[config.mk]
export PLATFORM = sky130hd
export DESIGN_NAME = rgb565_palette_fade_generator_flat
export DESIGN_NICKNAME = d
export VERILOG_FILES = /design/src/rpf_pkg.sv /design/src/rpf_if.sv /design/src/rpf_ctrl.sv /design/src/rpf_datapath.sv /design/src/rgb565_palette_fade_generator.sv /design/src/flat_wrapper.sv
export SDC_FILE = /design/constraint.sdc
export NUM_CORES = 1
export LEC_CHECK = 0
export BUFFER_PORTS_ARGS = -buffer_cell sky130_fd_sc_hd__buf_2
export CORE_ASPECT_RATIO = 0.7
export CORE_MARGIN = 2
export CORE_UTILIZATION = 50
export DETAILED_ROUTE_END_ITERATION = 16
export PLACE_DENSITY = 0.68
export SLEW_MARGIN = 0
export SYNTH_ARGS = -nofsm -noshare
export SYNTH_HDL_FRONTEND = slang
export SYNTH_SLANG_ARGS = --single-unit
[constraint.sdc]
create_clock -name clk_i -period 10.4 [get_ports clk_i]
set_clock_uncertainty 0.1 [all_clocks]
set_input_delay 0.52 -clock clk_i [delete_from_list [all_inputs] [get_ports clk_i]]
set_output_delay 0.52 -clock clk_i [all_outputs]
set_load 0.02 [all_outputs]
[src/rpf_pkg.sv]
// Shared types, constants and the palette lookup for the RGB565 palette fade block.
// No dependencies; every other file of the block imports this package.
package rpf_pkg;

  localparam int unsigned ColorW   = 16;
  localparam int unsigned IndexW   = 3;
  localparam int unsigned StepW    = 8;
  localparam int unsigned ChanW    = 6;   // widest channel (green)
  localparam int unsigned ProdW    = ChanW + StepW;
  localparam int unsigned DivCycles = 3;  // two quotient bits per cycle, six bits total
  localparam int unsigned IterW    = 2;
  localparam logic [StepW-1:0] StepsReset = 8'd20;

  // Color channel being worked on by the shared divider
  typedef enum logic [1:0] {
    CH_RED   = 2'd0,
    CH_GREEN = 2'd1,
    CH_BLUE  = 2'd2
  } chan_e;

  // Commands from the controller to the datapath
  typedef struct packed {
    logic  load;  // item accepted: snapshot colors, step the fade state
    logic  mul;   // form |end - start| * step for the current channel
    logic  div;   // run two divider steps
    logic  last;  // final divider step: write back the channel result
    chan_e chan;
  } rpf_cmd_t;

  // Fixed rainbow palette, RGB565
  function automatic logic [ColorW-1:0] palette_color(input logic [IndexW-1:0] idx);
    logic [ColorW-1:0] c;
    unique case (idx)
      3'd0:    c = 16'hF800;
      3'd1:    c = 16'hFC00;
      3'd2:    c = 16'hFFE0;
      3'd3:    c = 16'h07E0;
      3'd4:    c = 16'h001F;
      3'd5:    c = 16'h781F;
      3'd6:    c = 16'hF81F;
      default: c = 16'h0000;
    endcase
    return c;
  endfunction

endpackage

[src/rpf_if.sv]
// Valid/ready channel interfaces for fade ticks and fade results.
// Depends on rpf_pkg for field widths.
interface rpf_in_if import rpf_pkg::*; ();
  logic valid;
  logic ready;
  logic hold;

  modport source (output valid, output hold, input ready);
  modport sink   (input valid, input hold, output ready);
endinterface

interface rpf_out_if import rpf_pkg::*; ();
  logic              valid;
  logic              ready;
  logic [ColorW-1:0] color;
  logic [IndexW-1:0] palette_position;
  logic [StepW-1:0]  fade_position;

  modport source (output valid, output color, output palette_position,
                  output fade_position, input ready);
  modport sink   (input valid, input color, input palette_position,
                  input fade_position, output ready);
endinterface

[src/rpf_ctrl.sv]
// Controller FSM for the palette fade: sequences multiply and divide steps per channel.
// Depends on rpf_pkg for the command struct and channel codes.
module rpf_ctrl import rpf_pkg::*; (
  input  logic     clk_i,
  input  logic     rst_ni,
  input  logic     in_valid_i,
  output logic     in_ready_o,
  output logic     out_valid_o,
  input  logic     out_ready_i,
  output rpf_cmd_t cmd_o
);

  typedef enum logic [3:0] {
    ST_IDLE = 4'b0001,
    ST_MUL  = 4'b0010,
    ST_DIV  = 4'b0100,
    ST_OUT  = 4'b1000
  } state_e;

  localparam logic [IterW-1:0] IterLast = IterW'(DivCycles - 1);

  state_e           state_q, state_d;
  chan_e            chan_q, chan_d;
  logic [IterW-1:0] iter_q, iter_d;
  logic             div_last;

  assign in_ready_o  = (state_q == ST_IDLE);
  assign out_valid_o = (state_q == ST_OUT);
  assign div_last    = (state_q == ST_DIV) && (iter_q == IterLast);

  // Drive datapath commands
  always_comb begin
    cmd_o      = '0;
    cmd_o.load = (state_q == ST_IDLE) && in_valid_i;
    cmd_o.mul  = (state_q == ST_MUL);
    cmd_o.div  = (state_q == ST_DIV);
    cmd_o.last = div_last;
    cmd_o.chan = chan_q;
  end

  // Next state
  always_comb begin
    state_d = state_q;
    chan_d  = chan_q;
    iter_d  = iter_q;
    unique case (state_q)
      ST_IDLE: begin
        if (in_valid_i) begin
          state_d = ST_MUL;
          chan_d  = CH_RED;
        end
      end
      ST_MUL: begin
        state_d = ST_DIV;
        iter_d  = '0;
      end
      ST_DIV: begin
        if (div_last) begin
          unique case (chan_q)
            CH_RED: begin
              chan_d  = CH_GREEN;
              state_d = ST_MUL;
            end
            CH_GREEN: begin
              chan_d  = CH_BLUE;
              state_d = ST_MUL;
            end
            default: state_d = ST_OUT;
          endcase
        end else begin
          iter_d = iter_q + IterW'(1);
        end
      end
      ST_OUT: begin
        if (out_ready_i) state_d = ST_IDLE;
      end
      default: state_d = ST_IDLE;
    endcase
  end

  always_ff @(posedge clk_i or negedge rst_ni) begin
    if (!rst_ni) begin
      state_q <= ST_IDLE;
      chan_q  <= CH_RED;
      iter_q  <= '0;
    end else begin
      state_q <= state_d;
      chan_q  <= chan_d;
      iter_q  <= iter_d;
    end
  end

  // Divider iteration never runs past its last step
  a_iter_range: assert property (@(posedge clk_i) disable iff (!rst_ni)
    (state_q == ST_DIV) |-> (iter_q <= IterLast))
    else $error("divider iteration count out of range");

  // A finished result is held until the receiver takes it
  a_out_hold: assert property (@(posedge clk_i) disable iff (!rst_ni)
    (state_q == ST_OUT && !out_ready_i) |=> (state_q == ST_OUT))
    else $error("result dropped before transfer");

  // Blue is the last channel: after it the result is presented
  a_blue_done: assert property (@(posedge clk_i) disable iff (!rst_ni)
    (div_last && chan_q == CH_BLUE) |=> (state_q == ST_OUT))
    else $error("result not presented after blue channel");

endmodule

[src/rpf_datapath.sv]
// Datapath for the palette fade: fade state, step-count register, channel multiplier,
// shared two-bit-per-cycle restoring divider and result registers. Depends on rpf_pkg.
module rpf_datapath import rpf_pkg::*; #(
  parameter int unsigned PALETTE_ENTRIES = 7
) (
  input  logic              clk_i,
  input  logic              rst_ni,
  input  rpf_cmd_t          cmd_i,
  input  logic              hold_i,
  input  logic              cfg_we_i,
  input  logic [StepW-1:0]  cfg_steps_i,
  output logic [ColorW-1:0] color_o,
  output logic [IndexW-1:0] palette_position_o,
  output logic [StepW-1:0]  fade_position_o
);

  localparam logic [IndexW:0] Entries = (IndexW+1)'(PALETTE_ENTRIES);

  // Fade state and configuration
  logic [StepW-1:0]  steps_q;
  logic [IndexW-1:0] pal_idx_q, pal_idx_d;
  logic [StepW-1:0]  step_q, step_d;

  // Per-item snapshot
  logic [ColorW-1:0] c0_q, c1_q;
  logic [StepW-1:0]  s_q;
  logic              bypass_q;
  logic [IndexW-1:0] pos_idx_q;

  // Channel arithmetic
  logic [ChanW-1:0]  a_q;
  logic              neg_q;
  logic [StepW-1:0]  rem_q, rem_d;
  logic [ChanW-1:0]  dvd_q, dvd_d;
  logic [ChanW-1:0]  quo_q, quo_d;
  logic [4:0]        res_r_q, res_b_q;
  logic [5:0]        res_g_q;

  logic [IndexW-1:0] idx_cur, idx_nxt;
  logic [IndexW:0]   idx_inc;
  logic [StepW-1:0]  step_inc;
  logic              wrap;
  logic [ChanW-1:0]  ch_a, ch_b, mag;
  logic signed [ChanW:0] diff;
  logic [ProdW-1:0]  prod;
  logic [ChanW-1:0]  res;

  // Current and next palette entry, next fade state
  always_comb begin
    idx_cur  = (pal_idx_q >= Entries[IndexW-1:0] && Entries[IndexW] == 1'b0) ? '0 : pal_idx_q;
    idx_inc  = {1'b0, idx_cur} + (IndexW+1)'(1);
    idx_nxt  = (idx_inc >= Entries) ? '0 : idx_inc[IndexW-1:0];
    step_inc = step_q + StepW'(1);
    wrap     = (step_inc >= steps_q);
    step_d   = wrap ? '0 : step_inc;
    pal_idx_d = wrap ? idx_nxt : idx_cur;
  end

  // Select the channel endpoints and form |end - start| * step
  always_comb begin
    unique case (cmd_i.chan)
      CH_RED: begin
        ch_a = {1'b0, c0_q[15:11]};
        ch_b = {1'b0, c1_q[15:11]};
      end
      CH_GREEN: begin
        ch_a = c0_q[10:5];
        ch_b = c1_q[10:5];
      end
      CH_BLUE: begin
        ch_a = {1'b0, c0_q[4:0]};
        ch_b = {1'b0, c1_q[4:0]};
      end
      default: begin
        ch_a = '0;
        ch_b = '0;
      end
    endcase
    diff = $signed({1'b0, ch_b}) - $signed({1'b0, ch_a});
    mag  = diff[ChanW] ? ChanW'(-diff) : diff[ChanW-1:0];
    prod = {{StepW{1'b0}}, mag} * {{ChanW{1'b0}}, s_q};
  end

  // Two restoring divide steps per cycle
  always_comb begin
    logic [StepW:0] t;
    rem_d = rem_q;
    dvd_d = dvd_q;
    quo_d = quo_q;
    for (int k = 0; k < 2; k++) begin
      t     = {rem_d, dvd_d[ChanW-1]};
      dvd_d = {dvd_d[ChanW-2:0], 1'b0};
      if (t >= {1'b0, steps_q}) begin
        rem_d = StepW'(t - {1'b0, steps_q});
        quo_d = {quo_d[ChanW-2:0], 1'b1};
      end else begin
        rem_d = t[StepW-1:0];
        quo_d = {quo_d[ChanW-2:0], 1'b0};
      end
    end
    // Apply the sign of the difference, truncating toward zero
    res = a_q + (neg_q ? (ChanW'(0) - quo_d) : quo_d);
  end

  // Configuration and fade state
  always_ff @(posedge clk_i or negedge rst_ni) begin
    if (!rst_ni) begin
      steps_q   <= StepsReset;
      pal_idx_q <= '0;
      step_q    <= '0;
    end else begin
      if (cfg_we_i) steps_q <= cfg_steps_i;
      if (cmd_i.load && !hold_i) begin
        step_q    <= step_d;
        pal_idx_q <= pal_idx_d;
      end
    end
  end

  // Snapshot the item, run multiply and divide, write back channel results
  always_ff @(posedge clk_i) begin
    if (cmd_i.load) begin
      c0_q      <= palette_color(idx_cur);
      c1_q      <= palette_color(idx_nxt);
      s_q       <= step_q;
      bypass_q  <= (step_q >= steps_q);
      pos_idx_q <= idx_cur;
    end
    if (cmd_i.mul) begin
      a_q   <= ch_a;
      neg_q <= diff[ChanW];
      rem_q <= prod[ProdW-1:ChanW];
      dvd_q <= prod[ChanW-1:0];
      quo_q <= '0;
    end
    if (cmd_i.div) begin
      rem_q <= rem_d;
      dvd_q <= dvd_d;
      quo_q <= quo_d;
    end
    if (cmd_i.last) begin
      unique case (cmd_i.chan)
        CH_RED:   res_r_q <= res[4:0];
        CH_GREEN: res_g_q <= res;
        CH_BLUE:  res_b_q <= res[4:0];
        default:  ;
      endcase
    end
  end

  assign color_o            = bypass_q ? c1_q : {res_r_q, res_g_q, res_b_q};
  assign palette_position_o = pos_idx_q;
  assign fade_position_o    = s_q;

  // A held tick leaves the fade state untouched
  a_hold_stable: assert property (@(posedge clk_i) disable iff (!rst_ni)
    (cmd_i.load && hold_i && !cfg_we_i) |=> ($stable(pal_idx_q) && $stable(step_q)))
    else $error("fade state changed on a held tick");

  // Palette index stays within the palette
  a_idx_range: assert property (@(posedge clk_i) disable iff (!rst_ni)
    ({1'b0, pal_idx_q} < Entries))
    else $error("palette index out of range");

endmodule

[src/rgb565_palette_fade_generator.sv]
// Top level of the RGB565 palette fade generator: ties controller and datapath to the
// tick and result channels. Depends on rpf_pkg, rpf_if, rpf_ctrl and rpf_datapath.
//
// Usage:
//   in_i  (sink)   : one tick per transfer; hold=1 reports the color without advancing.
//   out_o (source) : one result per tick: RGB565 color, palette index and step used.
//   cfg_steps_we_i / cfg_steps_i : write the steps-per-fade register (reset 20).
//     Write only while no tick is in flight.
// Timing:
//   A tick is taken in the idle state and snapshotted at the transfer edge; the result
//   is valid once each channel has run through a multiply state and the divider states
//   of the shared two-bit-per-cycle divider. One tick is worked at a time, so a new tick
//   is taken the cycle after the result transfers.
// Reset:
//   Asynchronous, active low; fade starts at palette entry 0, step 0.
// Stall:
//   The result and its valid hold until the receiver takes it; no new tick is taken
//   meanwhile.
module rgb565_palette_fade_generator import rpf_pkg::*; #(
  parameter int unsigned PALETTE_ENTRIES = 7
) (
  input  logic             clk_i,
  input  logic             rst_ni,
  rpf_in_if.sink           in_i,
  rpf_out_if.source        out_o,
  input  logic             cfg_steps_we_i,
  input  logic [StepW-1:0] cfg_steps_i
);

  rpf_cmd_t cmd;

  // Sequence the per-channel work
  rpf_ctrl u_ctrl (
    .clk_i       (clk_i),
    .rst_ni      (rst_ni),
    .in_valid_i  (in_i.valid),
    .in_ready_o  (in_i.ready),
    .out_valid_o (out_o.valid),
    .out_ready_i (out_o.ready),
    .cmd_o       (cmd)
  );

  // Fade state and interpolation arithmetic
  rpf_datapath #(
    .PALETTE_ENTRIES (PALETTE_ENTRIES)
  ) u_datapath (
    .clk_i              (clk_i),
    .rst_ni             (rst_ni),
    .cmd_i              (cmd),
    .hold_i             (in_i.hold),
    .cfg_we_i           (cfg_steps_we_i),
    .cfg_steps_i        (cfg_steps_i),
    .color_o            (out_o.color),
    .palette_position_o (out_o.palette_position),
    .fade_position_o    (out_o.fade_position)
  );

endmodule

[src/flat_wrapper.sv]
// flat-port wrapper written by rule: the top's interface ports become plain ports
module rgb565_palette_fade_generator_flat import rpf_pkg::*;
#(
  parameter int unsigned PALETTE_ENTRIES = 7
)
  (clk_i, rst_ni, cfg_steps_we_i, cfg_steps_i, in_i_valid, in_i_hold, in_i_ready, out_o_valid, out_o_color, out_o_palette_position, out_o_fade_position, out_o_ready);
  rpf_in_if in_i_i ();
  rpf_out_if out_o_i ();
  input  logic clk_i;
  input  logic rst_ni;
  input  logic cfg_steps_we_i;
  input  logic [StepW-1:0] cfg_steps_i;
  input wire logic [$bits(in_i_i.valid)-1:0] in_i_valid;
  input wire logic [$bits(in_i_i.hold)-1:0] in_i_hold;
  output wire logic [$bits(in_i_i.ready)-1:0] in_i_ready;
  output wire logic [$bits(out_o_i.valid)-1:0] out_o_valid;
  output wire logic [$bits(out_o_i.color)-1:0] out_o_color;
  output wire logic [$bits(out_o_i.palette_position)-1:0] out_o_palette_position;
  output wire logic [$bits(out_o_i.fade_position)-1:0] out_o_fade_position;
  input wire logic [$bits(out_o_i.ready)-1:0] out_o_ready;
  assign in_i_i.valid = in_i_valid;
  assign in_i_i.hold = in_i_hold;
  assign in_i_ready = in_i_i.ready;
  assign out_o_valid = out_o_i.valid;
  assign out_o_color = out_o_i.color;
  assign out_o_palette_position = out_o_i.palette_position;
  assign out_o_fade_position = out_o_i.fade_position;
  assign out_o_i.ready = out_o_ready;
  rgb565_palette_fade_generator #(.PALETTE_ENTRIES(PALETTE_ENTRIES)) u_core (.clk_i(clk_i), .rst_ni(rst_ni), .in_i(in_i_i), .out_o(out_o_i), .cfg_steps_we_i(cfg_steps_we_i), .cfg_steps_i(cfg_steps_i));
endmodule
==> impl_metrics.yaml <==
timing:
  rsz0062_at_grt: "no"
  setup_tns_ps: 0
  slew_headroom_pct: 31.6
  finalHoldViolCount: 0
  tightest_slew_ps: 1030
  drv_slew: 0
  fin_crit_ps: 6410
  fmax_mhz: 156
  finalCritPeriodShare_pct: 61.6
  setup_viol: 0
worst_setup_path:
  reg2reg_from: "u_core.u_ctrl.chan_q[0]"
  start_kind: "register"
  crit_start: "u_core.u_ctrl.chan_q[0]"
  r2r_cells: 20
  cp_max_fo: 11
  cp.required_ps: 10380
  crit_type: "reg2reg"
  worstPathArrival_ps: 6390
  cp-end-kind: "register"
clocking:
  clk_pin_slew_ps: 70
  numCtsBuffers: 9
  clockRootBuffer: "clkbuf_16"
  post_cts_resized: 0
  postCtsSetupRepairBufs: 0
  cts.sink_count: 87
  ctsHoldBuffers: 0
  worstSkewPairLatency_ps: 340
  cts_buffer_depth: 2
  htree_levels: 3
  cts_tree: "built"
job:
  maxCapViolCount: 0
synthesis:
  synth_edf_count: 58
  synth_cells: 706
  syn_avg_cell_area_um2: 9.74
  ys.warnings.count: 0
  syn-cell-area_mm2: 0.00688
  async_flop_share_pct: 31.0
  ys_seq_area_share_pct: 35.8
  synthesis.nets: 825
  synth_seq_cells: 87
  synth_ff_type: "edfxtp_1"
  ys_types: 69
floorplan:
  start_util_pct: 51.7
  die_w_um: 144
  ios: 43
  die_h_um: 102
  core_area_mm2: 0.0133
  dieArea_mm2: 0.0147
  rows: 35
drt:
  antenna_left: 0
  routed_wl_mm: 16.1
  drt_iter0_drc: 326
  firstDrtPassIters: 5
  vias_per_cell: 5.58
  vias: 5226
  detail_route.wl_per_cell_um: 17.2
  drc: 0
grt:
  grt_pass1_wl_mm: 25.8
  overflow: 0
  track_usage_pct: 22.9
  grt_pass1_vias: 5097
  grt_max_degree: 28
  antenna_found_initial: 0
finish:
  area_growth_syn_to_layout_pct: 10.2
  post-route-util_pct: 56.9
  most-common-layout-cells: "inv_1 (87), ha_1 (77), nand2_1 (71)"
  fin_cells: 936
  diodes: 0
  final_nets: 865
  drive_gt1_share_pct: 11.2
  layout_commonest_cell: "inv_1"
placement:
  dp_hpwl_mm: 12.7
  port_buffers: 42
  dp_cells: 920
  gp_congestion: 0.853
hold_path:
  min_path_type: "in2async"
run_status:
  status: "complete, no violations"
==> routing by layer <==
| metal | GRT usage, % | wire [um] | vias to the layer above |
|---|---|---|---|
| li1 | - | - | 2527 |
| met2 | 34.4 | 6900 | 149 |
| met3 | 4.69 | 979 | 14 |
| met4 | 5.00 | 140 | 0 |
| met1 | 34.6 | 8100 | 2536 |
| met5 | 0 | 0 | - |
==> critical path, stage by stage, from the launching register on <==
cell     delay [ps]
dfrtp_1         580
mux2i_1         380
o21ai_0         150
ha_1            480
o41ai_4         540
nand2_2         120
xnor2_2         400
and2_1          210
fa_1            450
fa_1            560
inv_1            70
fa_1            550
inv_1            50
ha_1            330
o21ai_0         200
a21oi_1         100
o221a_2         260
nor2_1          150
o21ai_0         140
xnor2_1         210
o22ai_1         130
==> area by class of cell <==
type                       instances  area (um^2)
tap                              185          231
multi-input combinational        515         4010
fill                            1177         5740
inverter                          90          338
clock buffer                      12          279
timing repair buffer              43          218
clock inverter                     4         37.5
sequential                        87         2460
==> path summary, 6_finish.rpt <==
kind | slack [ps] | endpoint
worst max-delay path | 3990 | u_core.u_datapath.rem_q[7]
worst min-delay path | 100 | u_core.u_datapath.pal_idx_q[0]
worst max register to register | 3990 | u_core.u_datapath.rem_q[7]
worst min register to register | 380 | u_core.u_datapath.dvd_q[0]
max in group asynchronous | 9670 | u_core.u_datapath.steps_q[6]
min in group clk_i | 280 | u_core.u_datapath.steps_q[3]
==> registers in the layout, indices dropped and copies added (netlist names), 5 cells and up <==
name,count
u_core.u_datapath.steps_q,8
u_core.u_datapath.dvd_q,6
u_core.u_datapath.res_g_q,6
u_core.u_datapath.c1_q,5
u_core.u_datapath.rem_q,8
u_core.u_datapath.fade_position_o,8
u_core.u_datapath.res_b_q,5
u_core.u_datapath.step_q,8
u_core.u_datapath.c0_q,5
u_core.u_datapath.res_r_q,5
==> synthesized netlist by cell type (all sizes together), types with 3 or more instances <==
cell type | number | area (um^2)
nand3b | 3 | 22.5
buf | 4 | 35.0
inv | 89 | 334
nand2 | 72 | 273
and2 | 19 | 119
o21bai | 3 | 22.5
dfrtp | 24 | 601
ha | 77 | 963
a31oi | 4 | 25.0
xor2 | 8 | 70.1
o21ai | 57 | 289
clkbuf | 10 | 37.5
a21oi | 31 | 159
nand2b | 12 | 82.6
a22o | 5 | 43.8
fa | 28 | 561
dfstp | 3 | 78.8
edfxtp | 58 | 1740
and3 | 5 | 31.3
o211ai | 9 | 72.6
xnor2 | 23 | 209
or3 | 3 | 18.8
nand3 | 12 | 60.1
nor2 | 46 | 175
nor3 | 12 | 60.1
mux2 | 11 | 128
a211oi | 5 | 37.5
a21o | 4 | 30.0
a32o | 3 | 30.0
nor2b | 13 | 81.3
mux2i | 10 | 100
o21a | 12 | 90.1
nand4 | 3 | 18.8
==> cell families (layout without fill, tap and decap cells) <==
logic type | Yosys count | after routing | synth area share [%]
flip-flops | 87 | 87 | 35.8
multiplexers | 21 | 21 | 3.31
AND/OR/NAND/NOR | 207 | 207 | 14.5
AO/OA/AOI/OAI | 151 | 151 | 14.3
XOR/XNOR | 31 | 31 | 4.06
buffers and inverters | 104 | 149 | 5.97
adder cells (fa/ha/maj) | 105 | 105 | 22.2
==> stage by stage <==
| stage | instance area (um^2) | setup slack, ps | hold WS [ps] |
|---|---|---|---|
| 2_1_floorplan | 6880 | 4920 | 124 |
| 3_3_place_gp | 7260 | 4220 | 352 |
| 3_5_place_dp | 7260 | 4120 | 372 |
| 4_1_cts | 7580 | 4070 | 123 |
| 5_1_grt | 7580 | 3700 | 139 |
| 6_report | 7580 | 3990 | 101 |
Power is not shown: default switching activity piles up to over one toggle a cycle in this logic, so the estimate is an artifact.
